$ cat config.mk
export PLATFORM = sky130hd
export DESIGN_NAME = minf_axis
export DESIGN_NICKNAME = d
export VERILOG_FILES = /design/src/hw/rtl/minf_pkg.sv /design/src/hw/rtl/minf_axis.sv
export SDC_FILE = /design/constraint.sdc
export NUM_CORES = 2
export LEC_CHECK = 0
export BUFFER_PORTS_ARGS = -buffer_cell sky130_fd_sc_hd__clkbuf_2
export CAP_MARGIN = 25
export CELL_PAD_IN_SITES_DETAIL_PLACEMENT = 0
export CELL_PAD_IN_SITES_GLOBAL_PLACEMENT = 1
export CORE_UTILIZATION = 40
export CTS_CLUSTER_DIAMETER = 100
export CTS_CLUSTER_SIZE = 16
export DETAILED_ROUTE_END_ITERATION = 6
export GPL_TIMING_DRIVEN = 1
export HOLD_SLACK_MARGIN = 0.06
export PLACE_DENSITY = 0.74
export SYNTH_ARGS = -nofsm -noshare
export SYNTH_HDL_FRONTEND = slang
export SYNTH_SLANG_ARGS = --single-unit
$ cat constraint.sdc
create_clock -name clk -period 7.8 [get_ports clk]
set_clock_uncertainty 0.05 [all_clocks]
set_input_delay 0.39 -clock clk [delete_from_list [all_inputs] [get_ports clk]]
set_output_delay 0.39 -clock clk [all_outputs]
set_load 0.01 [all_outputs]
$ cat src/hw/rtl/minf_pkg.sv
`timescale 1ns / 1ps
package minf_pkg;

	// fixed field widths
	localparam int BOX_BITS       = 24;
	localparam int MOL_BITS       = 16;
	localparam int DIST_BITS      = 48;
	localparam int CFG_DATA_BITS  = 48;
	localparam int CFG_INDEX_BITS = 3;

	// per-axis magnitudes at or above 2^BIG_SHIFT square to BIG_SQ
	localparam int BIG_SHIFT = 25;
	localparam int SQ_BITS   = 2 * BIG_SHIFT + 1;
	localparam int SUM_BITS  = SQ_BITS + 1;
	localparam logic [SQ_BITS-1:0] BIG_SQ = SQ_BITS'(1) << (2 * BIG_SHIFT);

	localparam logic [BOX_BITS-1:0] BOX_RESET = '1;

	typedef enum logic {
		OP_LOAD = 1'b0,
		OP_TEST = 1'b1
	} op_t;

	typedef enum logic [CFG_INDEX_BITS-1:0] {
		REG_BOX_X      = 3'd0,
		REG_BOX_Y      = 3'd1,
		REG_BOX_Z      = 3'd2,
		REG_CUTOFF_SQ  = 3'd3,
		REG_ALLOW_SAME = 3'd4,
		REG_ALLOW_OTHER = 3'd5
	} cfg_reg_t;

	// stage load enables handed to the axis units
	typedef struct packed {
		logic load_s2;
		logic load_s3;
	} stage_ctl_t;

endpackage

$ cat src/hw/rtl/minf_axis.sv
`timescale 1ns / 1ps
module minf_axis #(
	parameter int COORD_BITS = 24
) (
	input  logic                          clk,
	input  minf_pkg::stage_ctl_t          ctl,
	input  logic [COORD_BITS-1:0]         cand,
	input  logic [COORD_BITS-1:0]         cent,
	input  logic [minf_pkg::BOX_BITS-1:0] box,
	output logic [minf_pkg::SQ_BITS-1:0]  sq_s3
);
	import minf_pkg::*;

	// wide enough for the doubled difference and for the clamp test
	localparam int AW = (COORD_BITS + 2 > BIG_SHIFT + 1) ? COORD_BITS + 2 : BIG_SHIFT + 1;
	localparam logic [AW-1:0] CoordMask = (AW'(1) << COORD_BITS) - AW'(1);

	logic signed [AW-1:0]      diff;
	logic signed [AW-1:0]      dbl;
	logic signed [AW-1:0]      box_w;
	logic signed [AW-1:0]      wrapped;
	logic signed [AW-1:0]      mag_w;
	logic                      big;
	logic                      big_s2;
	logic [BIG_SHIFT-1:0]      mag_s2;
	logic [2*BIG_SHIFT-1:0]    prod;

	// minimum image wrap, compared as 2*d against the box length
	always_comb begin
		box_w = AW'(box) & CoordMask;
		diff  = AW'(cand) - AW'(cent);
		dbl   = diff <<< 1;
		if (dbl > box_w) begin
			wrapped = diff - box_w;
		end else if (dbl < -box_w) begin
			wrapped = diff + box_w;
		end else begin
			wrapped = diff;
		end
		mag_w = wrapped[AW-1] ? -wrapped : wrapped;
		big   = (mag_w >>> BIG_SHIFT) != '0;
	end

	// magnitude stage
	always_ff @(posedge clk) begin
		if (ctl.load_s2) begin
			big_s2 <= big;
			mag_s2 <= mag_w[BIG_SHIFT-1:0];
		end
	end

	assign prod = mag_s2 * mag_s2;

	// square stage, clamped magnitudes count as the big square
	always_ff @(posedge clk) begin
		if (ctl.load_s3) begin
			sq_s3 <= big_s2 ? BIG_SQ : SQ_BITS'(prod);
		end
	end
endmodule

==> metrics.md <==
| Metric | Value |
|---|---|
| Worst-Margin Slew | 789 ps |
| Sequential cell area fraction in the yosys report | 8.59% |
| Die W | 260 um |
| Cell Area, Synth | 0.0266 mm^2 |
| Endpoints failing hold | 0 |
| Area after DPL | 0.0296 mm^2 |
| Share of layout cells above drive strength 1 | 13.1% |
| Top post-synthesis cells by area | fa_1 35%, ha_1 15%, inv_1 11% |
| GR Layer Usage met3 | 2.04% |
| FFs w/ async S/R, synth | 0% |
| Yosys reg bits | 76 |
| IO Count | 126 |
| Final Cell Area | 0.0302 mm^2 |
| Count of cell types in the netlist | 85 |
| Period minus WS final | 7550 ps |
| Clock-pin slew on the worst setup and hold paths | 70 ps |
| Clk Latency, worst-skew pair | 380 ps |
| Row cnt | 94 |
| Max-Cap Viols | 0 |
| Most instantiated library cell after synthesis | inv_1 |
| GRT Resource Usage Total | 20.4% |
| R2R Setup Slk | 250 ps |
| Fin crit share | 96.8% |
| Clock buffer depth | 2 |
| First-pass GRT wire length | 109 mm |
| Synth area leader | fa_1 |
| Final setup viols | 0 |
| DPL Wire Length | 58.8 mm |
| Area grow syn2layout | 13.5% |
| CTS sink cnt | 76 |
| Antenna cells | 0 |
| Ys flop type | edfxtp_1 |
| Initial core utilization | 40.4% |
| CTS tree | yes |
| CP Data Required Time | 7860 ps |
| Crit path arrival time | 7610 ps |
| CP Capture Type | flip-flop |
| Type of origin of the critical path | flip-flop |
| GRT met2 Usage | 35.5% |
| Mapped Cells | 3020 |
| CP peak stage delay | 520 ps |
| Full die area | 0.0675 mm^2 |
| Vias per Instance | 4.96 |
| Maximum fanout along the worst path | 5 |
| Final hold slack | 571 ps |
| Vias in the first global route | 21100 |
| Starting DRT DRC Count | 1071 |
| DR vias | 20600 |
| RSZ-0062 raised after global routing | yes |
| Slowest stage cell, crit path | fa_1 |
| Cell mode on critical path | fa_1 |
| WS Path Type | reg -> reg |
| Routed WL | 67.2 mm |
| DRC Markers | 0 |
| PortBufs | 124 |
| Most instantiated cells after synthesis | 754 x inv_1, 469 x fa_1, 309 x ha_1 |
| DR WL/cell | 16.2 um |
| Post-synth EDFFs | 76 |
| Initial antenna violation count | 0 |
| Type of the most critical hold path | in -> reg |
| Max Freq | 0.132 GHz |
| Mean Syn Cell Area | 8.80 um^2 |
| Fin nets | 4144 |
| Fill count | 6487 |
| First-pass iteration count of the detailed router | 5 |
| Post-synth top area share | 35.3% |
| Total number of yosys warnings | 0 |
| Cts bufs inserted | 9 |
| Worst slew margin | 46.9% |
| Die height | 260 um |
| CTS H-tree lvls | 3 |
| Clock root buffer | clkbuf_16 |
| Core area | 0.0657 mm^2 |
| Largest net degree at the start of global routing | 55 |
| Slew Viols, Final | 0 |
| ANT nets after route | 0 |
| Status | completed |
| Gpl congestion | 0.906 |
| Gr ovfl total | 0 |
| Met1 usage | 27.0% |
| Global route hottest layer | met2 |
path summary, 6_finish.rpt:
| path | startpoint | endpoint | cells past startpoint |
|---|---|---|---|
| worst max-delay path | mag_s2[12] | sq_s3[49] | 29 |
| worst min-delay path | ctl[0] | sq_s3[50] | 2 |
| worst max register to register | mag_s2[12] | sq_s3[49] | 29 |
| worst min register to register | mag_s2[0] | sq_s3[0] | 2 |
stage by stage:
step,TNS [ps],cells,setup WS [ps],util [%]
after floorplan,0,3021,15.5,-
after global placement,-1070,4129,-228,45.0
after detailed placement,-1420,4129,-269,45.0
after CTS,0,4151,28.5,45.6
after global routing,-19.6,4160,-19.6,45.9
final,0,4160,250,45.9
cell type report:
cell class | count | area, um^2 | area share (%)
Multi-Input combinational cell | 2102 | 21300 | 70.6
Inverter | 754 | 2830 | 9.39
Timing Repair Buffer | 348 | 2380 | 7.90
Sequential cell | 76 | 2280 | 7.57
Tap cell | 864 | 1080 | 3.58
Clock buffer | 9 | 225 | 0.747
Clock inverter | 7 | 75.1 | 0.249
state kept, by name, indices dropped and copies added (netlist names):
signal and flops:
mag_s2 25, big_s2 1, sq_s3 50
per-layer routing:
| layer | part of all wire (%) | vias up |
|---|---|---|
| li1 | - | 10000 |
| met1 | 45 | 10100 |
| met2 | 49 | 451 |
| met3 | 4.2 | 70 |
| met4 | 2.3 | 0 |
| met5 | 0 | - |
worst max-delay path: cells and delay by family, from the launching register on:
family,cells,cell delay (ps)
XOR/XNOR,1,170
flip-flops,1,460
AO/OA/AOI/OAI,9,1610
AND/OR/NAND/NOR,2,210
buffers and inverters,9,1010
adder cells (fa/ha/maj),8,3760
layout by cell type (no fill, tap or decap), types with 11 or more instances in the layout:
master and count:
edfxtp_1 76, and3_1 12, and2_1 130, nand3_1 36
a21oi_1 104, nor2b_1 25, xor2_1 44, inv_1 753
a211oi_1 21, xnor2_1 78, nor2_1 166, o21a_1 22
a21o_1 53, clkbuf_2 124, buf_4 213, nor3_1 34
o21bai_1 11, nand4_1 15, a31oi_1 14, nand2b_1 25
ha_1 307, o21ai_0 78, or3_1 13, o31ai_1 14
fa_1 467, nand2_1 240
logic make-up (layout without fill, tap and decap cells):
kind of cell / after synthesis / in the layout / synth area share (%)
AO/OA/AOI/OAI: 428 / 428 / 11.0
AND/OR/NAND/NOR: 756 / 756 / 13.9
adder cells (fa/ha/maj): 778 / 778 / 49.9
XOR/XNOR: 122 / 122 / 4.02
flip-flops: 76 / 76 / 8.59
multiplexers: 16 / 16 / 0.659
buffers and inverters: 843 / 1118 / 12.0
other: 1 / 2 / 0.0141
what timing repair did:
item / in CTS / in global routing
resized for setup: 13 / 30
pin swaps: 2 / 22
hold buffers: 0 / 0
gates cloned: 0 / 0
buffers inserted: 6 / 9
endpoints found under the setup margin: 10 / 11
Power is not shown: default switching activity piles up to over one toggle a cycle in this logic, so the estimate is an artifact.
